**src/rtl/gemv_scale_accumulate_top_defines.svh**
```systemverilog
// Assertion macros for the gemv_scale_accumulate RTL.
`ifndef GEMV_SCALE_ACCUMULATE_TOP_DEFINES_SVH
`define GEMV_SCALE_ACCUMULATE_TOP_DEFINES_SVH

// Same-cycle implication, sampled on clk, off during reset.
`define GSA_ASSERT_SAME(label, ante, cons, msg) \
    label: assert property (@(posedge clk) disable iff (!rst_n) (ante) |-> (cons)) \
        else $error(msg);

// Next-cycle implication, sampled on clk, off during reset.
`define GSA_ASSERT_NEXT(label, ante, cons, msg) \
    label: assert property (@(posedge clk) disable iff (!rst_n) (ante) |=> (cons)) \
        else $error(msg);

`endif

```
**src/rtl/gsa_pkg.sv**
```systemverilog
// Shared types, constants and helpers for the scaled matrix-vector unit.
package gsa_pkg;

    localparam int MAX_DIM     = 256;
    localparam int IDX_W       = $clog2(MAX_DIM);
    localparam int DIM_REG_W   = 9;
    localparam int CFG_IDX_W   = 3;
    localparam int QUEUE_DEPTH = 2;
    localparam int QPTR_W      = (QUEUE_DEPTH > 1) ? $clog2(QUEUE_DEPTH) : 1;
    localparam int QCNT_W      = $clog2(QUEUE_DEPTH + 1);

    typedef logic [IDX_W-1:0]  addr_t;
    typedef logic [QPTR_W-1:0] qptr_t;
    typedef logic [QCNT_W-1:0] qcnt_t;

    localparam logic [1:0] CMD_LOAD_X = 2'd0;
    localparam logic [1:0] CMD_LOAD_Y = 2'd1;
    localparam logic [1:0] CMD_MATRIX = 2'd2;
    localparam logic [1:0] CMD_READ_Y = 2'd3;

    localparam logic [CFG_IDX_W-1:0] CFG_TRANSPOSE = 3'd0;
    localparam logic [CFG_IDX_W-1:0] CFG_ROW_COUNT = 3'd1;
    localparam logic [CFG_IDX_W-1:0] CFG_COL_COUNT = 3'd2;
    localparam logic [CFG_IDX_W-1:0] CFG_ALPHA     = 3'd3;
    localparam logic [CFG_IDX_W-1:0] CFG_BETA      = 3'd4;

    localparam logic signed [31:0] SAT_MAX   = 32'sh7FFF_FFFF;
    localparam logic signed [31:0] SAT_MIN   = 32'sh8000_0000;
    localparam logic signed [63:0] WIDE_LIM  = 64'sh0001_0000_0000_0000;
    localparam logic signed [63:0] WIDE_LIMN = -64'sh0001_0000_0000_0000;

    typedef struct packed {
        logic [1:0]         cmd;
        logic [7:0]         elem_index;
        logic signed [31:0] elem_value;
    } in_item_t;

    typedef struct packed {
        logic [7:0]         out_index;
        logic signed [31:0] out_value;
        logic               saturated;
    } out_item_t;

    typedef struct packed {
        logic                 transpose;
        logic [DIM_REG_W-1:0] row_count;
        logic [DIM_REG_W-1:0] col_count;
        logic signed [31:0]   alpha_gain;
        logic signed [31:0]   beta_gain;
    } cfg_t;

    typedef enum logic [2:0] {
        OP_LOAD_X  = 3'd0,
        OP_LOAD_Y  = 3'd1,
        OP_SCALE_Y = 3'd2,
        OP_READ_Y  = 3'd3,
        OP_DOT     = 3'd4,
        OP_AXPY    = 3'd5
    } op_t;

    typedef struct packed {
        op_t                op;
        addr_t              x_addr;
        addr_t              y_addr;
        logic [7:0]         idx;
        logic signed [31:0] value;
        logic               row_end;
        logic               in_range;
    } entry_t;

    // Last valid position for a dimension register: 0 acts as 1, clipped to MAX_DIM.
    function automatic addr_t dim_last(input logic [DIM_REG_W-1:0] count);
        int v;
        v = int'(count);
        if (v == 0)
            v = 1;
        if (v > MAX_DIM)
            v = MAX_DIM;
        return addr_t'(v - 1);
    endfunction

endpackage

```
**src/rtl/gsa_front.sv**
```systemverilog
// Front end: accepts commands, tracks matrix position, classifies into queue entries.
module gsa_front (
    input  logic              clk,
    input  logic              rst_n,
    input  logic              start,
    input  gsa_pkg::in_item_t item,
    input  gsa_pkg::cfg_t     cfg,
    input  logic              full,
    output logic              busy,
    output logic              push,
    output gsa_pkg::entry_t   entry
);

    gsa_pkg::addr_t row_pos_reg, row_pos_next;
    gsa_pkg::addr_t col_pos_reg, col_pos_next;
    gsa_pkg::addr_t m_last, n_last, r_pos, c_pos, idx_addr;
    logic           accept, in_range, row_end;

    assign busy   = full;
    assign accept = start && !full;

    always_comb
    begin
        m_last   = gsa_pkg::dim_last(cfg.row_count);
        n_last   = gsa_pkg::dim_last(cfg.col_count);
        r_pos    = (row_pos_reg > m_last) ? m_last : row_pos_reg;
        c_pos    = (col_pos_reg > n_last) ? n_last : col_pos_reg;
        row_end  = (c_pos == n_last);
        in_range = ({24'd0, item.elem_index} < 32'(gsa_pkg::MAX_DIM));
        idx_addr = gsa_pkg::addr_t'(item.elem_index);

        entry.op       = gsa_pkg::OP_LOAD_X;
        entry.x_addr   = idx_addr;
        entry.y_addr   = idx_addr;
        entry.idx      = item.elem_index;
        entry.value    = item.elem_value;
        entry.row_end  = row_end;
        entry.in_range = in_range;
        push           = accept && in_range;

        unique case (item.cmd)
            gsa_pkg::CMD_LOAD_X:
            begin
                entry.op = gsa_pkg::OP_LOAD_X;
            end
            gsa_pkg::CMD_LOAD_Y:
            begin
                entry.op = cfg.transpose ? gsa_pkg::OP_SCALE_Y : gsa_pkg::OP_LOAD_Y;
            end
            gsa_pkg::CMD_MATRIX:
            begin
                entry.op     = cfg.transpose ? gsa_pkg::OP_AXPY : gsa_pkg::OP_DOT;
                entry.x_addr = cfg.transpose ? r_pos : c_pos;
                entry.y_addr = cfg.transpose ? c_pos : r_pos;
                push         = accept;
            end
            gsa_pkg::CMD_READ_Y:
            begin
                entry.op = gsa_pkg::OP_READ_Y;
                push     = accept;
            end
        endcase

        row_pos_next = row_pos_reg;
        col_pos_next = col_pos_reg;
        if (accept && item.cmd == gsa_pkg::CMD_MATRIX)
        begin
            if (row_end)
            begin
                col_pos_next = '0;
                row_pos_next = (r_pos == m_last) ? '0 : r_pos + 1'b1;
            end
            else
            begin
                col_pos_next = c_pos + 1'b1;
                row_pos_next = r_pos;
            end
        end
    end

    always_ff @(posedge clk or negedge rst_n)
    begin
        if (!rst_n)
        begin
            row_pos_reg <= '0;
            col_pos_reg <= '0;
        end
        else
        begin
            row_pos_reg <= row_pos_next;
            col_pos_reg <= col_pos_next;
        end
    end

endmodule

```
**config.mk**
```make
export PLATFORM = sky130hd
export DESIGN_NAME = gsa_front
export DESIGN_NICKNAME = d
export VERILOG_FILES = /design/src/rtl/gemv_scale_accumulate_top_defines.svh /design/src/rtl/gsa_pkg.sv /design/src/rtl/gsa_front.sv
export SDC_FILE = /design/constraint.sdc
export NUM_CORES = 1
export LEC_CHECK = 0
export ABC_CLOCK_PERIOD_IN_PS = 4050
export BUFFER_PORTS_ARGS = -buffer_cell sky130_fd_sc_hd__buf_2
export CORE_UTILIZATION = 44
export CTS_BUF_LIST = sky130_fd_sc_hd__clkbuf_8
export DETAILED_ROUTE_END_ITERATION = 7
export PLACE_DENSITY = 0.83
export SLEW_MARGIN = 30
export SYNTH_ARGS = -nofsm -noshare
export SYNTH_HDL_FRONTEND = slang
export SYNTH_SLANG_ARGS = --single-unit
```
**constraint.sdc**
```tcl
create_clock -name clk -period 4.05 [get_ports clk]
set_input_delay 0.2025 -clock clk [delete_from_list [all_inputs] [get_ports clk]]
set_output_delay 0.2025 -clock clk [all_outputs]
set_load 0.02 [all_outputs]
```
==> summary.txt <==
Synthesis
  • Post-Synthesis Cells: 407
  • #FFs+latches synth: 16
  • Avg Synthesized Cell Area: 7.197 sq um
  • Yosys warning count: 0
  • Post-synth net total: 556
  • Async SR Flop Fraction: 100.0%
  • Post-Syn Area: 2929 sq um
  • Main synth FF type: dfrtp_1
  • Sequential fraction of the synthesis area: 13.67%
  • Library cells used by synthesis: 63
  • Number of flops mapped to enable cells by yosys: 0

CTS
  • Bufs on Longest Clock Path: 2
  • Worst-skew pair later-pin latency: 250 ps
  • Clock slew at reported path FFs: 70 ps
  • Root buf cell: clkbuf_8
  • CTS tree: yes
  • H-tree levels: 1
  • Clock sinks: 16
  • CTS buffer count: 3

Cells and area
  • Ant diodes: 0
  • Layout cells sized above 1: 26.95%
  • Area growth syn-to-layout: 13.50%
  • Fin nets: 599
  • Post-route cell area: 3324 sq um

Die
  • Initial core utilization: 45.87%
  • DIE AREA: 6987 sq um
  • Die height: 83.59 um
  • Io pins: 192
  • Row cnt: 29
  • Core area: 6386 sq um
  • Die Width: 83.59 um

Critical path
  • R2r worst-path depth: 12
  • CP bufs+invs: 5
  • Worst path cell trace: buf_2 -> nor4_4 -> a21oi_1 -> or2_2 -> ha_1 -> nor3b_1 -> o211ai_1 -> inv_2 -> ha_1 -> nand4_1 -> o21ai_2 -> nand2_1 -> buf_4 -> o21ai_0 -> buf_4 -> a21oi_1 -> o21ai_0 -> buf_2
  • Critical Path End: entry[54]
  • Crit path from: cfg[76]
  • Worst Path Required: 3850 ps
  • Worst setup EP type: output port
  • Crit Path Max Fanout: 7
  • Slowest cell on the critical path: or2_2
  • Cell family with most CP delay: compound AO/OA/AOI/OAI gates
  • WS Path Type: primary input to output port
  • Worst EP arrival: 3650 ps
  • Reg2reg end: row_pos_reg[6]$_DFFE_PN0P_
  • Critical Path Max Stage Delay: 300 ps
  • Crit start category: primary input
  • Origin of the critical flop-to-flop path: row_pos_reg[2]$_DFFE_PN0P_
  • R2R Setup Slk: 1260 ps
  • Worst path depth: 18

Routing
  • Iter 0 DRT Violations: 109
  • Via-to-Cell Ratio: 5.766
  • DRC viols: 0
  • DR pass1 iterations: 5
  • Antenna viol nets, final: 0
  • WL/cell: 14.01 um
  • Drt total wl: 7367 um
  • Vias: 3033

Power and ir drop
  • IR drop worst, VDD: 0.2976 mV
  • Leak: 1.502 nW
  • Pwr per Cell Area: 395.4 nW/um^2

Placed design
  • Worst slack at placement: -48.11 ps
  • HPWL after detailed placement: 5834 um
  • Area post-placement: 3199 sq um
  • Gp weighted congestion: 0.8753
  • Port bufs: 62

STA
  • Max-slew violations: 0
  • Final worst path period need: 3852 ps
  • Worst Tran Pin Value: 645.6 ps
  • Fmax: 259.6 MHz
  • Worst Slack Setup Final: 197.7 ps
  • Worst slew margin: 56.86%
  • Unrepaired setup endpoints after global routing: true
  • Final Skew: 3.885 ps
  • Final Cycle Share: 95.12%
  • Final Hold Fails: 0
  • Final setup fails: 0

Global routing
  • Largest net degree at the start of global routing: 33
  • Initial antenna violation count: 0
  • Overall Global Routing Usage: 20.28%
  • First-pass GRT wire length: 12240 um
  • Number of global-route vias before repair: 2807
  • GR Overflow Total: 0

Run status
  • Status: finished, final reports clean

Flow run
  • Max-cap violations: 0

Hold path
  • Worst Hold Class: primary input to asynchronous set/reset pin
==> cell usage in the layout (no fill, tap or decap), types with 11 or more instances in the layout <==
master,netlist,layout
nor2_1,34,34
o21ai_0,27,24
dfrtp_1,16,16
buf_4,43,32
a21oi_1,37,36
nand2_1,41,41
xnor2_1,12,11
ha_1,20,19
buf_2,1,62
mux2i_1,13,13
inv_1,17,17
==> power breakdown <==
group | leakage (nW) | switching (mW) | internal, mW
combinational | 1.27 | 0.491 | 0.397
clock | 0.0288 | 0.0592 | 0.0863
sequential | 0.199 | 0.0750 | 0.206
==> layout make-up <==
class | instances | area [sq um]
clock buffer | 4 | 55.05
fill | 603 | 3062
timing repair buffer | 95 | 560.5
multi-input combinational | 315 | 2141
inverter | 19 | 71.32
tap | 77 | 96.34
sequential | 16 | 400.4
==> worst min path at each step <==
stage / endpoint / slack [ps]
final: col_pos_reg[4]$_DFFE_PN0P_ / 410
after global routing: entry[17] / 410
after CTS: entry[16] / 410
after detailed placement: col_pos_reg[2]$_DFFE_PN0P_ / 140
after global placement: col_pos_reg[0]$_DFFE_PN0P_ / 130
after floorplan: col_pos_reg[0]$_DFFE_PN0P_ / -90
==> metal layers <==
| layer | part of all wire, % | GRT usage (%) | vias up | wire, um |
|---|---|---|---|---|
| met5 | 0 | 0 | - | 0 |
| met4 | 1.2 | 5.085 | 0 | 92 |
| met3 | 5.2 | 1.583 | 15 | 380 |
| met2 | 53 | 39.02 | 80 | 3898 |
| met1 | 41 | 24.00 | 1424 | 2995 |
| li1 | - | - | 1514 | - |
==> logic make-up after synthesis <==
kind of cell | count (synthesis) | share of synthesized area, %
and+or+nand+nor | 141 | 24.31
AOI/OAI and AO/OA | 116 | 25.80
adders and majority gates | 20 | 8.543
muxes | 15 | 5.211
other | 1 | 0.1280
xor gates and xnor gates | 22 | 7.048
DFF | 16 | 13.67
buffers and inverters | 76 | 15.29
==> worst reg2reg max path: stages, from the launching register on <==
cell and delay (ps):
dfrtp_1 450, ha_1 360, and4b_1 220, a211oi_2 250
o21a_1 170, nor2_1 80, a21oi_1 230, inv_1 100
ha_1 220, inv_1 100, nor2_1 70, a221oi_1 320
a2111oi_2 80
==> through the flow <==
stage               cells  hold WS [ps]  TNS [ps]  total power [mW]  util (%)
global placement      520         134.5         0             1.092     50.10
global route          526         405.0    -32.50             1.430     52.06
detailed placement    520         140.5    -61.99             1.135     50.10
finish                526         405.0         0             1.314     52.06
CTS                   525         405.1         0             1.289     51.21
floorplan             407        -93.09         0            0.8838         -
==> synth_stat cells (all sizes together), types with 3 or more instances <==
cell / count / area, sq um
o31ai: 4 / 30.03
nand2: 41 / 153.9
dfrtp: 16 / 400.4
xor2: 9 / 78.83
and3: 4 / 25.02
buf: 44 / 327.8
a21oi: 37 / 185.2
nor2: 35 / 133.9
ha: 20 / 250.2
o211ai: 5 / 37.54
o21a: 6 / 45.04
a211oi: 3 / 27.52
nand4: 5 / 31.28
or2: 4 / 25.03
clkbuf: 13 / 48.80
or4: 5 / 41.29
nand2b: 9 / 56.30
xnor2: 12 / 105.1
nor3b: 3 / 22.52
o21ai: 31 / 155.2
a31oi: 4 / 31.28
nand3: 6 / 30.03
nor4: 8 / 56.30
inv: 19 / 71.32
nor3: 9 / 45.04
nor2b: 4 / 25.02
mux2i: 13 / 130.1
o22ai: 3 / 18.77
a22oi: 3 / 22.52
==> repair_timing <==
action | CTS | global route
endpoints found under the hold margin | 16 | 0
pin swaps | 0 | 3
hold buffers | 1 | 0
gates resized for setup | 1 | 10
setup endpoints to repair | 2 | 20
buffers inserted | 0 | 1
Power figures use the tool's default switching activity.
