===== config.mk =====
export PLATFORM = sky130hd
export DESIGN_NAME = gsa_queue
export DESIGN_NICKNAME = d
export VERILOG_FILES = /design/src/rtl/gemv_scale_accumulate_top_defines.svh /design/src/rtl/gsa_pkg.sv /design/src/rtl/gsa_queue.sv
export SDC_FILE = /design/constraint.sdc
export NUM_CORES = 1
export LEC_CHECK = 0
export BUFFER_PORTS_ARGS = -buffer_cell sky130_fd_sc_hd__buf_2
export CAP_MARGIN = 20
export CORE_UTILIZATION = 50
export CTS_BUF_LIST = sky130_fd_sc_hd__clkbuf_4 sky130_fd_sc_hd__clkbuf_8
export DETAILED_ROUTE_END_ITERATION = 10
export HOLD_SLACK_MARGIN = 0.02
export PLACE_DENSITY_LB_ADDON = 0.25
export REMOVE_ABC_BUFFERS = 1
export SLEW_MARGIN = 20
export SYNTH_ARGS = -nofsm -noshare
export SYNTH_HDL_FRONTEND = slang
export SYNTH_SLANG_ARGS = --single-unit

===== constraint.sdc =====
create_clock -name clk -period 4.75 [get_ports clk]
set_clock_uncertainty 0.1 [all_clocks]
set_input_delay 0.475 -clock clk [delete_from_list [all_inputs] [get_ports clk]]
set_output_delay 0.475 -clock clk [all_outputs]
set_load 0.03 [all_outputs]

===== src/rtl/gemv_scale_accumulate_top_defines.svh =====
// Assertion macros for the gemv_scale_accumulate RTL.
`ifndef GEMV_SCALE_ACCUMULATE_TOP_DEFINES_SVH
`define GEMV_SCALE_ACCUMULATE_TOP_DEFINES_SVH

// Same-cycle implication, sampled on clk, off during reset.
`define GSA_ASSERT_SAME(label, ante, cons, msg) \
    label: assert property (@(posedge clk) disable iff (!rst_n) (ante) |-> (cons)) \
        else $error(msg);

// Next-cycle implication, sampled on clk, off during reset.
`define GSA_ASSERT_NEXT(label, ante, cons, msg) \
    label: assert property (@(posedge clk) disable iff (!rst_n) (ante) |=> (cons)) \
        else $error(msg);

`endif


===== src/rtl/gsa_pkg.sv =====
// Shared types, constants and helpers for the scaled matrix-vector unit.
package gsa_pkg;

    localparam int MAX_DIM     = 256;
    localparam int IDX_W       = $clog2(MAX_DIM);
    localparam int DIM_REG_W   = 9;
    localparam int CFG_IDX_W   = 3;
    localparam int QUEUE_DEPTH = 2;
    localparam int QPTR_W      = (QUEUE_DEPTH > 1) ? $clog2(QUEUE_DEPTH) : 1;
    localparam int QCNT_W      = $clog2(QUEUE_DEPTH + 1);

    typedef logic [IDX_W-1:0]  addr_t;
    typedef logic [QPTR_W-1:0] qptr_t;
    typedef logic [QCNT_W-1:0] qcnt_t;

    localparam logic [1:0] CMD_LOAD_X = 2'd0;
    localparam logic [1:0] CMD_LOAD_Y = 2'd1;
    localparam logic [1:0] CMD_MATRIX = 2'd2;
    localparam logic [1:0] CMD_READ_Y = 2'd3;

    localparam logic [CFG_IDX_W-1:0] CFG_TRANSPOSE = 3'd0;
    localparam logic [CFG_IDX_W-1:0] CFG_ROW_COUNT = 3'd1;
    localparam logic [CFG_IDX_W-1:0] CFG_COL_COUNT = 3'd2;
    localparam logic [CFG_IDX_W-1:0] CFG_ALPHA     = 3'd3;
    localparam logic [CFG_IDX_W-1:0] CFG_BETA      = 3'd4;

    localparam logic signed [31:0] SAT_MAX   = 32'sh7FFF_FFFF;
    localparam logic signed [31:0] SAT_MIN   = 32'sh8000_0000;
    localparam logic signed [63:0] WIDE_LIM  = 64'sh0001_0000_0000_0000;
    localparam logic signed [63:0] WIDE_LIMN = -64'sh0001_0000_0000_0000;

    typedef struct packed {
        logic [1:0]         cmd;
        logic [7:0]         elem_index;
        logic signed [31:0] elem_value;
    } in_item_t;

    typedef struct packed {
        logic [7:0]         out_index;
        logic signed [31:0] out_value;
        logic               saturated;
    } out_item_t;

    typedef struct packed {
        logic                 transpose;
        logic [DIM_REG_W-1:0] row_count;
        logic [DIM_REG_W-1:0] col_count;
        logic signed [31:0]   alpha_gain;
        logic signed [31:0]   beta_gain;
    } cfg_t;

    typedef enum logic [2:0] {
        OP_LOAD_X  = 3'd0,
        OP_LOAD_Y  = 3'd1,
        OP_SCALE_Y = 3'd2,
        OP_READ_Y  = 3'd3,
        OP_DOT     = 3'd4,
        OP_AXPY    = 3'd5
    } op_t;

    typedef struct packed {
        op_t                op;
        addr_t              x_addr;
        addr_t              y_addr;
        logic [7:0]         idx;
        logic signed [31:0] value;
        logic               row_end;
        logic               in_range;
    } entry_t;

    // Last valid position for a dimension register: 0 acts as 1, clipped to MAX_DIM.
    function automatic addr_t dim_last(input logic [DIM_REG_W-1:0] count);
        int v;
        v = int'(count);
        if (v == 0)
            v = 1;
        if (v > MAX_DIM)
            v = MAX_DIM;
        return addr_t'(v - 1);
    endfunction

endpackage


===== src/rtl/gsa_queue.sv =====
// Small FIFO of classified entries between front end and execution unit.
module gsa_queue (
    input  logic            clk,
    input  logic            rst_n,
    input  logic            push,
    input  gsa_pkg::entry_t entry,
    input  logic            pop,
    output gsa_pkg::entry_t head,
    output logic            full,
    output logic            empty
);

    gsa_pkg::entry_t slot_reg [gsa_pkg::QUEUE_DEPTH];
    gsa_pkg::qptr_t  wr_ptr_reg, wr_ptr_next;
    gsa_pkg::qptr_t  rd_ptr_reg, rd_ptr_next;
    gsa_pkg::qcnt_t  count_reg, count_next;

    function automatic gsa_pkg::qptr_t ptr_inc(input gsa_pkg::qptr_t p);
        return (p == gsa_pkg::qptr_t'(gsa_pkg::QUEUE_DEPTH - 1)) ? '0 : p + 1'b1;
    endfunction

    assign full  = (count_reg == gsa_pkg::qcnt_t'(gsa_pkg::QUEUE_DEPTH));
    assign empty = (count_reg == '0);
    assign head  = slot_reg[rd_ptr_reg];

    always_comb
    begin
        wr_ptr_next = push ? ptr_inc(wr_ptr_reg) : wr_ptr_reg;
        rd_ptr_next = pop ? ptr_inc(rd_ptr_reg) : rd_ptr_reg;
        unique case ({push, pop})
            2'b10:   count_next = count_reg + 1'b1;
            2'b01:   count_next = count_reg - 1'b1;
            default: count_next = count_reg;
        endcase
    end

    always_ff @(posedge clk or negedge rst_n)
    begin
        if (!rst_n)
        begin
            wr_ptr_reg <= '0;
            rd_ptr_reg <= '0;
            count_reg  <= '0;
        end
        else
        begin
            wr_ptr_reg <= wr_ptr_next;
            rd_ptr_reg <= rd_ptr_next;
            count_reg  <= count_next;
        end
    end

    always_ff @(posedge clk)
    begin
        if (push)
        begin
            slot_reg[wr_ptr_reg] <= entry;
        end
    end

endmodule


==> results of run 1 <==
==> repair_timing <==
action | 4_1_cts | 5_1_grt
endpoints found under the setup margin | 0 | 0
hold endpoints to repair | 4 | 0
hold buffers | 1 | 0
==> worst paths after layout <==
kind | to | slack, ns | cells past startpoint
min in group asynchronous | wr_ptr_reg$_DFFE_PN0P_ | 0.31 | 2
min | slot_reg[1][49]$_DFFE_PP_ | 0.14 | 1
max in group asynchronous | rd_ptr_reg$_DFFE_PN0P_ | 4.10 | 2
max reg2reg | slot_reg[1][48]$_DFFE_PP_ | 2.67 | 2
max | head[57] | 2.07 | 3
min reg2reg | count_reg[1]$_DFFE_PN0P_ | 0.41 | 1
==> layer usage <==
metal / vias up / share of wire
met5: - / 0
met4: 0 / 0.016
met3: 12 / 0.066
met2: 81 / 0.51
met1: 1116 / 0.41
li1: 1099 / -
==> cells in the mapped netlist (all sizes together) <==
| cell type | instances |
|---|---|
| ha | 1 |
| nor2 | 3 |
| xnor2 | 2 |
| inv | 1 |
| dfrtp | 4 |
| edfxtp | 122 |
| nor2b | 1 |
| and2 | 1 |
| mux2 | 61 |
| xor2 | 3 |
| buf | 7 |
==> power groups by stage <==
stage / clock, uW / combinational, uW / sequential (uW)
after floorplan: 0 / 1070 / 1670
after global placement: 0 / 1330 / 1700
after detailed placement: 0 / 1350 / 1710
after CTS: 1010 / 1360 / 1690
after global routing: 1060 / 1480 / 1640
final: 987 / 1400 / 1610
==> worst max-delay path: stages (launching register included) <==
cell and delay [ns]:
dfrtp_4 0.81, buf_12 0.32, mux2_4 0.33, buf_2 0.18
==> cells by family after synthesis <==
kind of cell / synth area share
xor+xnor: 0.00896
fa+ha+maj: 0.00256
buf+inv: 0.0276
flops: 0.770
mux: 0.186
simple gates: 0.00487
==> metrics by stage <==
step | hold slack, ns | worst slack, ns | utilization | instance area, um^2 | total power, uW
floorplan | 0.0794 | 1.08 | - | 4760 | 2740
global placement | 0.184 | 2.27 | 0.595 | 5580 | 3030
detailed placement | 0.191 | 2.37 | 0.598 | 5610 | 3060
CTS | 0.106 | 1.90 | 0.645 | 6050 | 4050
global route | 0.105 | 1.97 | 0.647 | 6070 | 4180
finish | 0.140 | 2.07 | 0.647 | 6070 | 4000
==> area by class of cell <==
type	count	share of cell area
clock buffers	17	0.0386
clock inverters	15	0.0320
inverters	1	0.000619
multi-input cells	72	0.164
flip-flops and latches	126	0.621
well taps	129	0.0266
repair buffers	132	0.117
==> layout by cell type, fill, tap and decap left out <==
master         instances
nor2_4                 1
clkinv_4               3
and2_2                 1
buf_4                  2
buf_2                127
clkinv_2               3
buf_12                 1
bufinv_16              4
dlygate4sd3_1          1
clkbuf_8              17
xor2_1                 3
ha_1                   1
mux2_4                59
nor2b_1                1
dfrtp_4                1
inv_1                  1
mux2_2                 2
inv_6                  2
dfrtp_1                3
nor2_1                 2
edfxtp_1             122
buf_16                 1
clkinv_1               2
xnor2_1                2
clkinvlp_4             1
==> impl_metrics.csv, run 1 <==
group,metric,value,unit
pwr,p_int,2640,uW
timing,maxSlewHeadroom,0.502,
detailed_routing,dr.pass1.iters,4,
worst_setup_path,required,4.18,ns
synthesis,synthDistinctLibCells,13,
timing,slew_viol_final,0,
grt,met2_usage,0.265,
worst_setup_path,timing.rr.start,"wr_ptr_reg$_DFFE_PN0P_",
pwr,power_density,660,nW/um^2
timing,fmax,373,MHz
worst_setup_path,worstPathArrival,2.10,ns
synthesis,synth_top_area_cell,"edfxtp_1",
cells_and_area,largest_reg_flops,122,
pwr,switching_share,0.341,
timing,period_minus_slack,2.68,ns
clocking,cts_buffers,17,
clocking,path_clk_slew,0.08,ns
cells_and_area,n_fill_cell,703,
grt,grt_max_degree,63,
clocking,cts_setup_buffers,0,
pwr,p_switching,1360,uW
pwr,peakVddDrop,0.454,mV
detailed_routing,wl_per_cell,15.8,um
clocking,clock_path_buffers,2,
clocking,h-tree-depth,4,
placed_design,place_inst,458,
timing,finalSetupTns,0,ns
detailed_routing,num_vias,2308,
pwr,p_seq_frac,0.402,
synthesis,ys_seq_elements,126,
grt,grt_pass1_vias,2419,
placed_design,gp_congestion,0.669,
pwr,pwr-share-comb,0.351,
job,max_cap_violations,0,
placed_design,hpwl,4980,um
timing,finalHoldViolCount,0,
detailed_routing,wl,7780,um
clocking,cts_root_buffer,"clkbuf_8",
grt,top_usage_layer,"met2",
detailed_routing,ant_nets,0,
floorplanning,rows,35,
synthesis,ys_seq_area_frac,0.770,
cells_and_area,area_delta_synth_final,24.1,%
floorplanning,pin_count,128,
detailed_routing,drtIter0Drc,61,
pwr,p_leak,0.00248,uW
clocking,cts_tree,"done",
min_path,holdCritStartpoint,"entry[49]",
run_status,status,"completed",
grt,globalRouteTotalUtil,0.168,
cells_and_area,final_cells,492,
synthesis,synth_area,4890,um^2
worst_setup_path,criticalPathCategory,"flop to primary output",
detailed_routing,drc,0,
synthesis,avgSynthCellArea,23.7,um^2
cells_and_area,n_antenna_cell,0,
worst_setup_path,cp_max_fo,32,
worst_setup_path,worst_setup_path_end_kind,"primary output",
grt,antenna_found_initial,0,
clocking,cts.sinks,126,
cells_and_area,ff_latch_area,3770,um^2
floorplanning,die_h,101,um
detailed_routing,vias_per_cell,4.69,
pwr,pwr-share-clk,0.247,
grt,met1_usage,0.198,
cells_and_area,nNetsFinal,416,
synthesis,synth_area_leaders,"edfxtp_1 (75%), mux2_4 (18%), buf_12 (2.5%)",
grt,met3_usage,0.0707,
timing,worstMarginPinSlew,0.745,ns
clocking,clock_latency,0.42,ns
clocking,cts_resized,0,
grt,gr-total-overflow,0,
synthesis,synth_cells,206,
worst_setup_path,worst_setup_path_start_kind,"flop",
timing,min_period_over_period,0.564,
floorplanning,fp.dieArea,10200,um^2
grt,grt_pass1_wl,12100,um
timing,setup_viol,0,
synthesis,ys.warnings.count,0,
cells_and_area,multi_input_area,997,um^2
timing,rsz0062_at_grt,"no",
synthesis,yosys.area.top_type_share,0.750,
floorplanning,die_x,101,um
placed_design,port_buffers,127,
floorplanning,core,9370,um^2
floorplanning,start_util,0.521,
min_path,hold_class,"primary input to flop",
worst_setup_path,cp-startpoint,"rd_ptr_reg$_DFFE_PN0P_",
cells_and_area,layout-drive-gt1-share,0.620,
Power figures use the tool's default switching activity.
==> inputs of run 2 (changes only) <==
--- a/config.mk
+++ b/config.mk
@@ -5,6 +5,7 @@
 export SDC_FILE = /design/constraint.sdc
 export NUM_CORES = 1
 export LEC_CHECK = 0
+export ABC_AREA = 1
 export BUFFER_PORTS_ARGS = -buffer_cell sky130_fd_sc_hd__buf_2
 export CAP_MARGIN = 20
 export CORE_UTILIZATION = 50
==> constraint.sdc (replaced) <==
create_clock -name clk -period 2.7 [get_ports clk]
set_clock_uncertainty 0.1 [all_clocks]
set_input_delay 0.27 -clock clk [delete_from_list [all_inputs] [get_ports clk]]
set_output_delay 0.27 -clock clk [all_outputs]
set_load 0.03 [all_outputs]
==> impl_metrics.csv, run 2 <==
group,metric,value,unit
run_status,status,"completed",
grt,antenna_found_initial,0,
pwr,power_density,1050,nW/um^2
timing,fmax,439,MHz
pwr,p_int,4190,uW
detailed_routing,vias_per_cell,4.50,
pwr,switching_share,0.392,
grt,grt_pass1_vias,3086,
clocking,cts.sinks,126,
worst_setup_path,worst_setup_path_end_kind,"primary output",
detailed_routing,num_vias,3099,
worst_setup_path,worstPathArrival,1.91,ns
pwr,p_switching,2700,uW
synthesis,ys_top_cells_by_count,"edfxtp_1 (122), inv_1 (67), nand2_1 (66)",
cells_and_area,layout-drive-gt1-share,0.301,
clocking,cts_root_buffer,"clkbuf_8",
placed_design,place_inst,592,
worst_setup_path,rrSetupSlack,1.14,ns
worst_setup_path,criticalPathCategory,"flop to primary output",
pwr,p_leak,0.00282,uW
worst_setup_path,slowest_delay,0.70,ns
cells_and_area,area_delta_synth_final,37.9,%
clocking,clock_path_buffers,2,
clocking,clock_latency,0.42,ns
worst_setup_path,cp_slowest_cell,"dfrtp_4",
clocking,h-tree-depth,4,
detailed_routing,ant_nets,0,
worst_setup_path,cp_cell_sequence,"buf_4 -> nand2_1 -> o21ai_0 -> buf_2",
synthesis,ys_seq_area_frac,0.792,
worst_setup_path,worst_setup_path_start_kind,"flop",
floorplanning,pin_count,128,
cells_and_area,n_antenna_cell,0,
clocking,cts_buffers,17,
worst_setup_path,cp_max_fo,46,
timing,min_period_over_period,0.844,
synthesis,ys_seq_elements,126,
detailed_routing,dr.pass1.iters,4,
timing,finalWorstSetupSlack,0.421,ns
pwr,pwr-share-clk,0.239,
cells_and_area,nNetsFinal,612,
pwr,p_seq_frac,0.406,
placed_design,hpwl,5280,um
min_path,hold_class,"primary input to async pin",
synthesis,avgSynthCellArea,13.9,um^2
synthesis,ys.warnings.count,0,
synthesis,yosys.area.top_type_share,0.771,
timing,maxSlewHeadroom,0.677,
cells_and_area,n_fill_cell,658,
cells_and_area,final_common_cell,"buf_2",
timing,worstMarginPinSlew,0.485,ns
timing,rsz0062_at_grt,"no",
synthesis,ys.flop_type,"edfxtp_1",
clocking,cts_hold_buf,64,
clocking,cts_setup_buffers,0,
synthesis,synth_top_area_cell,"edfxtp_1",
worst_setup_path,crit_buf_inv,2,
synthesis,synth_area_leaders,"edfxtp_1 (77%), o21ai_0 (6.4%), inv_1 (5.3%)",
synthesis,synth_most_common_cell,"edfxtp_1",
detailed_routing,drc,0,
floorplanning,start_util,0.514,
clocking,cts_resized,0,
floorplanning,rows,35,
timing,setup_viol,0,
placed_design,pre_cts_ws,0.865,ns
grt,globalRouteTotalUtil,0.192,
worst_setup_path,cp_top_family,"flip-flops",
grt,grt_pass1_wl,14000,um
synthesis,async_flop_share,0.0317,
synthesis,synth_cells,342,
pwr,peakVddDrop,0.840,mV
clocking,path_clk_slew,0.07,ns
timing,slew_viol_final,0,
floorplanning,core,9240,um^2
job,max_cap_violations,0,
pwr,pwr-share-comb,0.356,
cells_and_area,largest_reg_flops,122,
worst_setup_path,timing.rr.end,"slot_reg[1][25]$_DFFE_PP_",
cells_and_area,final_cell_mix,"buf_2 (127), edfxtp_1 (122), inv_1 (66), nand2_1 (66), dlygate4sd3_1 (64)",
worst_setup_path,worstRegToRegCells,3,
detailed_routing,wl_per_cell,12.9,um
floorplanning,die_h,99.5,um
placed_design,gp_congestion,0.720,
detailed_routing,wl,8860,um
clocking,cts_tree,"done",
worst_setup_path,timing.rr.start,"wr_ptr_reg$_DFFE_PN0P_",
synthesis,synthDistinctLibCells,15,
placed_design,port_buffers,127,
floorplanning,fp.dieArea,9900,um^2
cells_and_area,final_cells,688,
detailed_routing,drtIter0Drc,115,
grt,grt_max_degree,47,
timing,period_minus_slack,2.28,ns
worst_setup_path,required,2.33,ns
timing,finalHoldViolCount,0,
synthesis,synth_area,4750,um^2
floorplanning,die_x,99.5,um
grt,gr-total-overflow,0,
synthesis,synth-edff-count,122,
==> run 2: changes by cell type after synthesis, sizes merged, moves of 7 or more <==
cell	before	now
o21ai	0	61
clkbuf	0	13
nand2	0	66
inv	1	67
buf	7	0
mux2	61	0
==> run 2: area by class of cell <==
class	count	area (um^2)	share of cell area
Clock buffer	18	241	0.0368
Clock inverter	14	169	0.0258
Inverter	67	251	0.0384
Multi-Input combinational cell	136	622	0.0949
Sequential cell	126	3770	0.575
Tap cell	129	161	0.0246
Timing Repair Buffer	198	1340	0.205
==> run 2: worst max-delay path by stage <==
stage / from / end / slack [ns] / cells past startpoint
after floorplan: wr_ptr_reg$_DFFE_PN0P_ / slot_reg[0][0]$_DFFE_PP_ / -0.84 / 1
after global placement: rd_ptr_reg$_DFFE_PN0P_ / head[0] / 0.89 / 4
after detailed placement: rd_ptr_reg$_DFFE_PN0P_ / head[38] / 0.86 / 4
after CTS: rd_ptr_reg$_DFFE_PN0P_ / head[38] / 0.39 / 4
after global routing: rd_ptr_reg$_DFFE_PN0P_ / head[11] / 0.24 / 4
final: rd_ptr_reg$_DFFE_PN0P_ / head[38] / 0.42 / 4
==> run 2: metal layers <==
layer / part of all wire / GRT usage
met2: 0.50 / 0.325
met4: 0.015 / 0.0916
met3: 0.053 / 0.0654
met5: 0 / 0
met1: 0.43 / 0.219
==> run 2: cells by family (layout without fill, tap and decap cells) <==
group | after synthesis | count (layout) | synth area share
AOI/OAI and AO/OA | 61 | 61 | 0.0642
xor gates and xnor gates | 3 | 3 | 0.00553
adders and majority gates | 1 | 1 | 0.00263
buffers and inverters | 80 | 297 | 0.0790
DFF | 126 | 126 | 0.792
and+or+nand+nor | 71 | 71 | 0.0569
==> run 2: stage by stage <==
step                      hold WS [ns]  setup TNS [ns]  total power [uW]  instance area, um^2   util
after CTS                       0.0483               0              6970                 6550  0.709
final                           0.0969               0              6890                 6550  0.709
after floorplan                 -0.126          -74.67              4440                 4630      -
after global routing            0.0832               0              7250                 6550  0.709
after global placement         -0.0204               0              5180                 5500  0.596
after detailed placement       -0.0159               0              5240                 5500  0.596
==> run 2: power groups by stage <==
stage	clock network, uW	registers (uW)	logic, uW
floorplan	0	2890	1550
global placement	0	2820	2360
detailed placement	0	2840	2400
CTS	1690	2800	2480
global route	1760	2840	2650
finish	1650	2800	2450
